===== src/rtl/core/swpt_pkg.sv =====
// Shared types and constants of the switch-driven parameter tuner.
// Used by swpt_ctrl, swpt_datapath and switch_driven_parameter_tuner.
`timescale 1ns / 1ps

package swpt_pkg;

    localparam int MAX_ENTRIES = 16;
    localparam int VALUE_BITS  = 16;
    localparam int IDX_BITS    = 4;
    localparam int CNT_BITS    = 5;
    // step arithmetic width: value plus carry and sign
    localparam int EXT_BITS    = VALUE_BITS + 2;

    // select switch codes
    localparam logic [1:0] SEL_NEUTRAL = 2'd0;
    localparam logic [1:0] SEL_NEXT    = 2'd1;
    localparam logic [1:0] SEL_PREV    = 2'd2;

    // adjust switch codes
    localparam logic [1:0] ADJ_NEUTRAL = 2'd0;
    localparam logic [1:0] ADJ_INC     = 2'd1;
    localparam logic [1:0] ADJ_DEC     = 2'd2;

    // opcode of an input word
    localparam logic OP_CONTROL = 1'b0;
    localparam logic OP_LOAD    = 1'b1;

    // config register byte addresses
    localparam logic [2:0] ADDR_ENTRY_COUNT = 3'd0;

    typedef struct packed {
        logic [VALUE_BITS-1:0] value;
        logic [VALUE_BITS-1:0] min;
        logic [VALUE_BITS-1:0] max;
        logic [VALUE_BITS-1:0] step;
    } t_entry;

    // controller to datapath commands, one step of the sequence each
    typedef struct packed {
        logic capture;   // latch the accepted input word
        logic select;    // load write or selection update
        logic read;      // read the selected entry
        logic step;      // apply step, write back, load result
    } t_dp_cmd;

endpackage


===== src/rtl/core/switch_driven_parameter_tuner.sv =====
// Switch-driven parameter tuner.
// Input channel (i_in_valid/o_in_ready) carries load words, which write one
// table entry, and control words, which walk the entry list with the
// next/prev switches and step the selected value with the inc/dec switches.
// Output channel (o_out_valid/i_out_ready) returns one result word per input
// word: active flag, selected index and value, display and change flags.
// APB port: register entry_count at byte address 0; pready is tied high.
// Each accepted word goes through the capture, select, read and step states,
// and the result is registered; a new word is accepted only once the previous
// one has left the step state, as the sequencer takes one word at a time.
// The output register holds a result while the receiver stalls; the next
// word is accepted meanwhile and waits in its step cycle until the result
// register is free.
// Reset (synchronous, active low) clears the selection state, switch history,
// entry_count, the sequencer state and the output valid flag. The entry table
// is not cleared; entries must be loaded before they are selected.
// Depends on swpt_pkg, swpt_ctrl and swpt_datapath.
`timescale 1ns / 1ps

module switch_driven_parameter_tuner (
    input  logic                              i_clk,
    input  logic                              i_rst_n,
    input  logic                              psel,
    input  logic                              penable,
    input  logic                              pwrite,
    input  logic [2:0]                        paddr,
    input  logic [31:0]                       pwdata,
    output logic [31:0]                       prdata,
    output logic                              pready,
    input  logic                              i_in_valid,
    output logic                              o_in_ready,
    input  logic                              i_opcode,
    input  logic                              i_link_up,
    input  logic                              i_new_packet,
    input  logic                              i_next_request,
    input  logic                              i_prev_request,
    input  logic                              i_inc_request,
    input  logic                              i_dec_request,
    input  logic [swpt_pkg::IDX_BITS-1:0]     i_entry_index,
    input  logic [swpt_pkg::VALUE_BITS-1:0]   i_entry_value,
    input  logic [swpt_pkg::VALUE_BITS-1:0]   i_entry_min,
    input  logic [swpt_pkg::VALUE_BITS-1:0]   i_entry_max,
    input  logic [swpt_pkg::VALUE_BITS-1:0]   i_entry_step,
    output logic                              o_out_valid,
    input  logic                              i_out_ready,
    output logic                              o_tuning_active,
    output logic [swpt_pkg::IDX_BITS-1:0]     o_selected_index,
    output logic [swpt_pkg::VALUE_BITS-1:0]   o_selected_value,
    output logic                              o_display_update,
    output logic                              o_value_changed
);
    import swpt_pkg::*;

    logic [CNT_BITS-1:0] r_entry_count;
    logic                w_wr;
    t_dp_cmd             w_cmd;

    assign pready = 1'b1;
    assign w_wr   = psel && penable && pwrite && pready;

    always_ff @(posedge i_clk) begin
        if (!i_rst_n) begin
            r_entry_count <= '0;
        end else if (w_wr && {paddr[2], 2'b00} == ADDR_ENTRY_COUNT) begin
            r_entry_count <= pwdata[CNT_BITS-1:0];
        end
    end

    assign prdata = ({paddr[2], 2'b00} == ADDR_ENTRY_COUNT)
                    ? {{(32-CNT_BITS){1'b0}}, r_entry_count} : 32'd0;

    swpt_ctrl u_ctrl (
        .i_clk       (i_clk),
        .i_rst_n     (i_rst_n),
        .i_in_valid  (i_in_valid),
        .o_in_ready  (o_in_ready),
        .o_out_valid (o_out_valid),
        .i_out_ready (i_out_ready),
        .o_cmd       (w_cmd)
    );

    swpt_datapath u_dp (
        .i_clk            (i_clk),
        .i_rst_n          (i_rst_n),
        .i_cmd            (w_cmd),
        .i_entry_count    (r_entry_count),
        .i_opcode         (i_opcode),
        .i_link_up        (i_link_up),
        .i_new_packet     (i_new_packet),
        .i_next_request   (i_next_request),
        .i_prev_request   (i_prev_request),
        .i_inc_request    (i_inc_request),
        .i_dec_request    (i_dec_request),
        .i_entry_index    (i_entry_index),
        .i_entry_value    (i_entry_value),
        .i_entry_min      (i_entry_min),
        .i_entry_max      (i_entry_max),
        .i_entry_step     (i_entry_step),
        .o_tuning_active  (o_tuning_active),
        .o_selected_index (o_selected_index),
        .o_selected_value (o_selected_value),
        .o_display_update (o_display_update),
        .o_value_changed  (o_value_changed)
    );

endmodule


===== src/rtl/core/swpt_ctrl.sv =====
// Sequencer of the tuner: steps each word through capture, select, read and step.
// Depends on swpt_pkg; drives the datapath commands and the handshake flags.
`timescale 1ns / 1ps

module swpt_ctrl (
    input  logic             i_clk,
    input  logic             i_rst_n,
    input  logic             i_in_valid,
    output logic             o_in_ready,
    output logic             o_out_valid,
    input  logic             i_out_ready,
    output swpt_pkg::t_dp_cmd o_cmd
);
    import swpt_pkg::*;

    typedef enum logic [1:0] {
        S_IDLE,
        S_SEL,
        S_READ,
        S_STEP
    } t_state;

    t_state r_state, n_state;
    logic   r_out_valid, n_out_valid;
    logic   w_step_go;

    // the result register may be refilled in the cycle it is taken
    assign w_step_go = (r_state == S_STEP) && (!r_out_valid || i_out_ready);

    always_comb begin
        n_state     = r_state;
        n_out_valid = r_out_valid;
        if (r_out_valid && i_out_ready) begin
            n_out_valid = 1'b0;
        end
        case (r_state)
            S_IDLE: begin
                if (i_in_valid) begin
                    n_state = S_SEL;
                end
            end
            S_SEL:  n_state = S_READ;
            S_READ: n_state = S_STEP;
            S_STEP: begin
                if (w_step_go) begin
                    n_state     = S_IDLE;
                    n_out_valid = 1'b1;
                end
            end
            default: n_state = S_IDLE;
        endcase
    end

    always_ff @(posedge i_clk) begin
        if (!i_rst_n) begin
            r_state     <= S_IDLE;
            r_out_valid <= 1'b0;
        end else begin
            r_state     <= n_state;
            r_out_valid <= n_out_valid;
        end
    end

    assign o_in_ready    = (r_state == S_IDLE);
    assign o_out_valid   = r_out_valid;
    assign o_cmd.capture = (r_state == S_IDLE) && i_in_valid;
    assign o_cmd.select  = (r_state == S_SEL);
    assign o_cmd.read    = (r_state == S_READ);
    assign o_cmd.step    = w_step_go;

endmodule


===== src/rtl/core/swpt_datapath.sv =====
// Datapath of the tuner: entry table, selection state, step arithmetic, result word.
// Depends on swpt_pkg; sequenced by swpt_ctrl through t_dp_cmd.
`timescale 1ns / 1ps

module swpt_datapath (
    input  logic                              i_clk,
    input  logic                              i_rst_n,
    input  swpt_pkg::t_dp_cmd                 i_cmd,
    input  logic [swpt_pkg::CNT_BITS-1:0]     i_entry_count,
    input  logic                              i_opcode,
    input  logic                              i_link_up,
    input  logic                              i_new_packet,
    input  logic                              i_next_request,
    input  logic                              i_prev_request,
    input  logic                              i_inc_request,
    input  logic                              i_dec_request,
    input  logic [swpt_pkg::IDX_BITS-1:0]     i_entry_index,
    input  logic [swpt_pkg::VALUE_BITS-1:0]   i_entry_value,
    input  logic [swpt_pkg::VALUE_BITS-1:0]   i_entry_min,
    input  logic [swpt_pkg::VALUE_BITS-1:0]   i_entry_max,
    input  logic [swpt_pkg::VALUE_BITS-1:0]   i_entry_step,
    output logic                              o_tuning_active,
    output logic [swpt_pkg::IDX_BITS-1:0]     o_selected_index,
    output logic [swpt_pkg::VALUE_BITS-1:0]   o_selected_value,
    output logic                              o_display_update,
    output logic                              o_value_changed
);
    import swpt_pkg::*;

    // entry table, one write and one registered read per cycle
    t_entry r_mem [MAX_ENTRIES];
    t_entry r_rd;

    // captured input word
    logic                  r_op, r_gate;
    logic [1:0]            r_sel, r_adj;
    logic [IDX_BITS-1:0]   r_idx;
    t_entry                r_load;

    // selection state
    logic                  r_active, n_active;
    logic [IDX_BITS-1:0]   r_cur, n_cur;
    logic [1:0]            r_last_sel, n_last_sel;
    logic [1:0]            r_last_adj, n_last_adj;
    logic                  r_disp, n_disp;
    logic                  r_pend, n_pend;
    logic                  r_up;

    // result word
    logic                  r_o_active;
    logic [IDX_BITS-1:0]   r_o_index;
    logic [VALUE_BITS-1:0] r_o_value;
    logic                  r_o_disp, r_o_changed;

    logic [CNT_BITS-1:0]   w_n;
    logic [CNT_BITS-1:0]   w_cur_ext;
    logic signed [EXT_BITS-1:0] w_v, w_s, w_lo, w_hi, w_res;
    logic [VALUE_BITS-1:0] w_new_val;
    t_entry                w_wb;

    assign w_n = (i_entry_count > CNT_BITS'(MAX_ENTRIES)) ? CNT_BITS'(MAX_ENTRIES)
                                                          : i_entry_count;
    assign w_cur_ext = {1'b0, r_cur};

    always_comb begin
        n_active   = r_active;
        n_cur      = r_cur;
        n_last_sel = r_last_sel;
        n_last_adj = r_last_adj;
        n_disp     = 1'b0;
        n_pend     = 1'b0;
        if (r_op == OP_CONTROL && r_gate) begin
            // stale selection after the count shrank
            if (n_active && w_cur_ext >= w_n) begin
                n_active = 1'b0;
                n_disp   = 1'b1;
            end
            if (r_sel != r_last_sel) begin
                if (n_active) begin
                    if (r_sel == SEL_NEXT) begin
                        if (w_cur_ext + 1'b1 >= w_n) begin
                            n_active = 1'b0;
                        end else begin
                            n_cur = r_cur + 1'b1;
                        end
                        n_disp = 1'b1;
                    end else if (r_sel == SEL_PREV) begin
                        if (r_cur == '0) begin
                            n_active = 1'b0;
                        end else begin
                            n_cur = r_cur - 1'b1;
                        end
                        n_disp = 1'b1;
                    end
                end else if (w_n != '0 && r_sel != SEL_NEUTRAL) begin
                    n_active = 1'b1;
                    n_cur    = (r_sel == SEL_NEXT) ? '0 : IDX_BITS'(w_n - 1'b1);
                    n_disp   = 1'b1;
                end
                n_last_sel = r_sel;
            end
            if (r_adj != r_last_adj) begin
                n_pend     = (r_adj != ADJ_NEUTRAL) && n_active;
                n_last_adj = r_adj;
            end
        end
    end

    // exact signed arithmetic, two bits wider than the value
    assign w_v   = $signed({2'b00, r_rd.value});
    assign w_s   = $signed({2'b00, r_rd.step});
    assign w_lo  = $signed({2'b00, r_rd.min});
    assign w_hi  = $signed({2'b00, r_rd.max});
    assign w_res = r_up ? (w_v + w_s) : (w_v - w_s);
    assign w_new_val = (w_res > w_hi || w_res < w_lo) ? r_rd.max
                                                      : w_res[VALUE_BITS-1:0];

    always_comb begin
        w_wb       = r_rd;
        w_wb.value = w_new_val;
    end

    always_ff @(posedge i_clk) begin
        if (!i_rst_n) begin
            r_active   <= 1'b0;
            r_cur      <= '0;
            r_last_sel <= SEL_NEUTRAL;
            r_last_adj <= ADJ_NEUTRAL;
        end else if (i_cmd.select) begin
            r_active   <= n_active;
            r_cur      <= n_cur;
            r_last_sel <= n_last_sel;
            r_last_adj <= n_last_adj;
        end
    end

    always_ff @(posedge i_clk) begin
        if (i_cmd.capture) begin
            r_op        <= i_opcode;
            r_gate      <= i_link_up & i_new_packet;
            r_sel       <= i_prev_request ? SEL_PREV :
                           (i_next_request ? SEL_NEXT : SEL_NEUTRAL);
            r_adj       <= i_dec_request ? ADJ_DEC :
                           (i_inc_request ? ADJ_INC : ADJ_NEUTRAL);
            r_idx       <= i_entry_index;
            r_load      <= '{value: i_entry_value, min: i_entry_min,
                             max: i_entry_max, step: i_entry_step};
        end
        if (i_cmd.select) begin
            r_disp <= n_disp;
            r_pend <= n_pend;
            r_up   <= (r_adj == ADJ_INC);
        end
        if (i_cmd.read) begin
            r_rd <= r_mem[r_cur];
        end
        if (i_cmd.step) begin
            r_o_active  <= r_active;
            r_o_index   <= r_active ? r_cur : '0;
            r_o_value   <= !r_active ? '0 : (r_pend ? w_new_val : r_rd.value);
            r_o_disp    <= r_disp | r_pend;
            r_o_changed <= r_pend;
        end
    end

    // memory writes: loads in the select step, write-back in the step cycle
    always_ff @(posedge i_clk) begin
        if (i_cmd.select && r_op == OP_LOAD) begin
            r_mem[r_idx] <= r_load;
        end else if (i_cmd.step && r_pend) begin
            r_mem[r_cur] <= w_wb;
        end
    end

    assign o_tuning_active  = r_o_active;
    assign o_selected_index = r_o_index;
    assign o_selected_value = r_o_value;
    assign o_display_update = r_o_disp;
    assign o_value_changed  = r_o_changed;

endmodule


===== config.mk =====
export PLATFORM = sky130hd
export DESIGN_NAME = switch_driven_parameter_tuner
export DESIGN_NICKNAME = d
export VERILOG_FILES = /design/src/rtl/core/swpt_pkg.sv /design/src/rtl/core/switch_driven_parameter_tuner.sv /design/src/rtl/core/swpt_ctrl.sv /design/src/rtl/core/swpt_datapath.sv
export SDC_FILE = /design/constraint.sdc
export NUM_CORES = 1
export LEC_CHECK = 0
export BUFFER_PORTS_ARGS = -buffer_cell sky130_fd_sc_hd__buf_2
export CORE_MARGIN = 2
export CORE_UTILIZATION = 49
export DETAILED_ROUTE_END_ITERATION = 7
export GPL_TIMING_DRIVEN = 1
export HOLD_SLACK_MARGIN = 0.06
export PLACE_DENSITY = 0.69
export SLEW_MARGIN = 20
export SYNTH_ARGS = -nofsm -noshare
export SYNTH_HDL_FRONTEND = slang
export SYNTH_SLANG_ARGS = --single-unit

===== constraint.sdc =====
create_clock -name i_clk -period 6.21 [get_ports i_clk]
set_input_delay 1.242 -clock i_clk [delete_from_list [all_inputs] [get_ports i_clk]]
set_output_delay 1.242 -clock i_clk [all_outputs]
set_load 0.02 [all_outputs]

# Word-level counts from Yosys, hierarchy flattened
# Memories as Yosys holds them, arrays and structs flattened. A register that Yosys moved wholly into a read port is not among the register bits.
# Index checks and enable logic that the tools add are counted.
# op_classes
n_addsub	6
order_cmp	5
eq_ne	13
mux	44
bitwise_logic	4
reduce_logical	28
# ops
op	count
2-to-1 mux 64 bit	1
OR reduction 64 bit	1
2-to-1 mux 16 bit	2
2-to-1 mux 4 bit	8
2-to-1 mux 1 bit	27
> comparator 18 x 17 -> 1 bit	1
< comparator 18 x 17 -> 1 bit	1
2-to-1 mux 18 bit	1
adder 16 x 16 -> 17 bit	1
subtractor 16 x 16 -> 17 bit	1
logical AND 1 bit	12
2-to-1 mux 5 bit	2
!= test 3 bit, second input constant	3
one-hot mux 2 bit (4 select lines)	1
subtractor 4 x 1 -> 4 bit, second input constant	2
AND reduction 7 bit	1
equality test 2 x 1 -> 1 bit, second input constant	3
equality test 2 bit, second input constant	3
AND reduction 2 bit	3
AND reduction 3 bit	2
nonzero test 2 bit	3
adder 4 x 1 -> 5 bit, second input constant	1
>= comparator 4 x 5 -> 1 bit	1
>= comparator 5 bit	1
14 further kinds	18
# word_totals
register_bits	117
ram_bits	1024
inputBits	117
output_inout_bits	58
mem_count	1
# memory_table
memory	depth	word_bits	read_ports	rd_ports_with_merged_regs	wr	line	rtl
u_dp.r_mem	16	64	1	1	1	swpt_datapath.sv:31	t_entry r_mem [MAX_ENTRIES];

# Logic depth before layout (Yosys ltp)
# logic_depth
depth_word	10
ltp_mapped	21

# By module
# A second synthesis with hierarchy kept.
# unflattened
cells_unflattened	2397
area_unflattened_um2	48577.8
# by_module_without_submodules
module	n_inst	cells_per_inst	area_each_um2	seq_area_each_um2
swpt_datapath	1	2315	47879.7	35854.4
switch_driven_parameter_tuner	1	58	474.2	100.1
swpt_ctrl	1	24	224.0	60.1

# Worst setup path before layout
# No wires, ideal clock.
# synth_timing
kind	in2reg
start	in i_out_ready
end	mem u_dp.r_mem[3][0] (netlist name) (enable)
setup_ns	0.487
arrival_ns	5.646
setup_slack_ns	0.077
cell_stages	7
cell_sequence	nand2b_1 > and2_1 > and3_1 > clkbuf_1 > a32oi_1 > or2_2 > nor2_1
# synth_rtl
item	line	rtl
start, declared	switch_driven_parameter_tuner.sv:45	input logic i_out_ready,
end, declared	swpt_datapath.sv:31	

# Final worst setup path
# layout_timing
start	reg u_dp.r_rd[49] (netlist name)
end	mem u_dp.r_mem[12][57] (netlist name), data pin
# layout_between
elab_chain_len	6
word_cells_on_any_way	8
classes_between	2 x add/sub; 2 x order compare; 3 x mux; 1 x reduce/logical
# layout_lines
item	line	rtl
subtractor 16 x 16 -> 17 bit / adder 16 x 16 -> 17 bit (equally long branches)	swpt_datapath.sv:114	assign w_res = r_up ? (w_v + w_s) : (w_v - w_s);
2-to-1 mux 18 bit *	swpt_datapath.sv:114	
> comparator 18 x 17 -> 1 bit / < comparator 18 x 17 -> 1 bit (equally long branches)	swpt_datapath.sv:115	assign w_new_val = (w_res > w_hi || w_res < w_lo) ? r_rd.max
logical OR 1 bit	swpt_datapath.sv:115	
2-to-1 mux 16 bit *	swpt_datapath.sv:115	
2-to-1 mux 64 bit (no line) *	--	
# Mark *: on every way between the ends. The rest lies on a longest branch, timed or not.

==> impl_metrics.json <==
{
  "synth_ff_type": "edfxtp_1",
  "routed_wl_um": 115000,
  "outcome": "finished, final reports clean",
  "syn_to_final_growth_pct": 13.0,
  "grt_pass1_wl_um": 167000,
  "h-tree-depth": 3,
  "cp_cell_sequence": "ha_1 > nor2b_1 > o311ai_0 > a2111oi_1 > buf_4 > o311ai_0 > o31ai_1 > xnor2_1 > ha_1 > and4_1 > nand3_1 > nor3_1 > a21oi_1 > a311oi_4 > o211a_4 > mux2i_1 > o21ai_1",
  "hp-class": "register to register",
  "worstMarginPinSlew_ns": 1.06,
  "portBuffers": 117,
  "fin_util_pct": 55.9,
  "numCtsBuffers": 118,
  "dieArea_sq_um": 102000,
  "cts_sinks": 1205,
  "cts_buffer_depth": 3,
  "cts_tree": "yes",
  "hp-start": "u_dp.r_last_adj[1]$_SDFFE_PN0P_",
  "crit_path_max_incr_delay_ns": 0.78,
  "die_y_um": 319,
  "synth_edf_count": 1188,
  "synth-seq-cells": 1205,
  "critical_path.top_delay_family": "compound AO/OA/AOI/OAI gates",
  "synth_area_leaders": "edfxtp_1, mux4_2, ha_1",
  "p_leak_nw": 17.7,
  "track_usage_pct": 22.7,
  "postRouteAntennaNets": 0,
  "first_pass_iters": 5,
  "dp_hpwl_um": 64700,
  "syn_area_per_cell_sq_um": 20.4,
  "critPathSlowestCell": "o21ai_1",
  "wl_per_cell_um": 28.9,
  "seqPwrFrac_pct": 49.9,
  "cp_data_arrival_time_ns": 6.14,
  "rsz0062_at_grt": "false",
  "power_frac_clock_pct": 33.0,
  "drc": 0,
  "cp_max_fo": 17,
  "power.switching_w": 0.00573,
  "hold_viol_final": 0,
  "synth.distinct_cells": 84,
  "fmax_ghz": 0.173,
  "ios": 175,
  "required_ns": 6.58,
  "diodes": 0,
  "start_util_pct": 49.4,
  "die_x_um": 319,
  "critPathKind": "register to register",
  "fin_tns_setup_ns": 0,
  "via_count": 24508,
  "power.density_nw_per_um2": 377,
  "grt_max_degree": 97,
  "yosys_warnings": 0,
  "async_flop_share_pct": 0,
  "ir_drop_mv": 0.249,
  "rows": 115,
  "sw_frac_of_total_pct": 27.7,
  "worst-path-buf-inv": 1,
  "worstReg2RegStart": "u_dp.r_rd[49]$_DFFE_PP_",
  "yosysSeqAreaShare_pct": 74.0,
  "clk_pin_slew_worst_paths_ns": 0.06,
  "grt_overflow": 0,
  "crit_path_start_kind": "register",
  "drt-vias-per-instance": 6.15,
  "fin_crit_ns": 5.77,
  "gp_congestion": 0.922,
  "netlist_instances": 2389,
  "drt_iter0_markers": 3135,
  "yosysTopAreaCell": "edfxtp_1",
  "combPwrFrac_pct": 17.2,
  "p_int_w": 0.0150,
  "root_buffer": "clkbuf_16",
  "maxCapViolCount": 0,
  "cts-hold-fix-buffers": 0,
  "slew_viol_final": 0,
  "yosysTopAreaCellShare_pct": 73.3,
  "crit_start": "u_dp.r_rd[49]$_DFFE_PP_",
  "core_area_sq_um": 98400,
  "finalSetupViolCount": 0,
  "antenna_found_initial": 2,
  "first_global_vias": 24405,
  "layout-drive-gt1-share_pct": 27.6,
  "clkLatencyLatePin_ns": 0.72,
  "relSlewSlack_pct": 29.6,
  "finalClockSkew_ns": 0.0317,
  "cp-end-kind": "register",
  "netlist_area_sq_um": 48700,
  "fin_nets": 2810,
  "fin_crit_sh_pct": 92.9
}
==> final cells by class <==
cell class / count / area (sq um)
Fill cell: 7278 / 43400
Sequential cell: 1205 / 36000
Multi-Input combinational cell: 992 / 11900
Clock buffer: 142 / 3070
Tap cell: 1287 / 1610
Timing Repair Buffer: 206 / 1440
Clock inverter: 70 / 604
Inverter: 81 / 307
==> cells by family after synthesis <==
logic type	synth area share [%]
other cells	0.0154
mux	15.2
xor+xnor	0.378
fa+ha+maj	2.33
flops	74.0
compound gates	3.24
simple gates	2.82
buf+inv	2.03
==> through the flow <==
step	area [sq um]	setup slack, ns	hold slack (ns)	cells	total power [W]
floorplan	48800	0.0772	0.436	2415	0.0126
global placement	51200	0.527	0.464	3763	0.0138
detailed placement	51200	0.440	0.472	3763	0.0140
CTS	54900	0.326	0.480	3975	0.0208
global route	55000	0.00205	0.507	3983	0.0215
finish	55000	0.442	0.484	3983	0.0207
==> flip-flops by register name, indices dropped and copies added, names as in the netlist, 4 cells and up <==
signal and count:
u_dp.r_mem 1024, u_dp.r_load 64, u_dp.r_rd 64, u_dp.o_selected_value 16, r_entry_count 5, u_dp.o_selected_index 4, u_dp.r_cur 4, u_dp.r_idx 4
==> Yosys cell counts, types with 4 or more instances <==
| master | instances |
|---|---|
| and3_1 | 10 |
| clkbuf_1 | 65 |
| nand2b_1 | 10 |
| nor3_1 | 15 |
| nand4_1 | 7 |
| nor2b_1 | 20 |
| xnor2_1 | 12 |
| edfxtp_1 | 1188 |
| mux2i_1 | 16 |
| o21a_1 | 9 |
| mux4_2 | 320 |
| buf_2 | 5 |
| and2_1 | 10 |
| nor2_1 | 55 |
| a221o_1 | 4 |
| or2_2 | 7 |
| ha_1 | 86 |
| a21oi_1 | 38 |
| a21boi_0 | 5 |
| xor2_1 | 9 |
| a31oi_1 | 8 |
| a21o_1 | 10 |
| o21ai_0 | 77 |
| dfxtp_1 | 17 |
| o22ai_1 | 4 |
| o21ai_1 | 8 |
| o311ai_1 | 6 |
| nand2_1 | 116 |
| o31ai_1 | 8 |
| inv_1 | 77 |
| nand3_1 | 21 |
| o311ai_0 | 6 |
| buf_4 | 29 |
| buf_1 | 33 |
| a211oi_1 | 6 |
==> cells in the final DEF, fill, tap and decap left out, drive strengths merged, types with 12 or more instances in the layout <==
cell type     n
conb         28
o21ai        85
ha           86
o311ai       12
clkbuf      146
nand3        21
nor2b        20
mux2i        16
edfxtp     1188
inv          86
nand2       116
nor3         17
buf         202
mux4        320
dfxtp        17
nor2         55
xnor2        12
a21oi        38
clkinv       52
==> worst reg2reg max path, stage by stage, from the launching register on <==
cell       delay, ns
edfxtp_1        0.51
ha_1            0.35
nor2b_1         0.06
o311ai_0        0.67
a2111oi_1       0.20
buf_4           0.19
o311ai_0        0.37
o31ai_1         0.15
xnor2_1         0.41
ha_1            0.21
and4_1          0.17
nand3_1         0.09
nor3_1          0.19
a21oi_1         0.17
a311oi_4        0.32
o211a_4         0.40
mux2i_1         0.21
o21ai_1         0.78
==> timing repair <==
action                     4_1_cts  5_1_grt
setup endpoints to repair        0       48
resized for setup                0        3
setup buffers                    0        0
==> power groups by stage <==
stage / Sequential [W] / Combinational [W] / Clock, W
floorplan: 0.0104 / 0.00217 / 0
global placement: 0.0105 / 0.00335 / 0
detailed placement: 0.0105 / 0.00347 / 0
CTS: 0.0103 / 0.00349 / 0.00694
global route: 0.0104 / 0.00385 / 0.00724
finish: 0.0103 / 0.00355 / 0.00683
==> layer usage <==
| layer | routed length (um) | part of all wire, % | track usage (%) | vias up |
|---|---|---|---|---|
| li1 | - | - | - | 10168 |
| met1 | 48100 | 42 | 33.3 | 12952 |
| met2 | 55200 | 48 | 35.8 | 1215 |
| met3 | 9440 | 8.2 | 3.91 | 173 |
| met4 | 2490 | 2.2 | 5.52 | 0 |
| met5 | 0 | 0 | 0 | - |
==> worst paths after layout <==
path	cells past startpoint	endpoint	slack, ns
worst max-delay path	17	u_dp.r_mem[12][57]$_DFFE_PP_	0.44
worst min-delay path	2	u_dp.r_last_adj[1]$_SDFFE_PN0P_	0.48
worst max register to register	17	u_dp.r_mem[12][57]$_DFFE_PP_	0.44
worst min register to register	2	u_dp.r_last_adj[1]$_SDFFE_PN0P_	0.48
No activity file was read; power rests on OpenSTA's default activity.
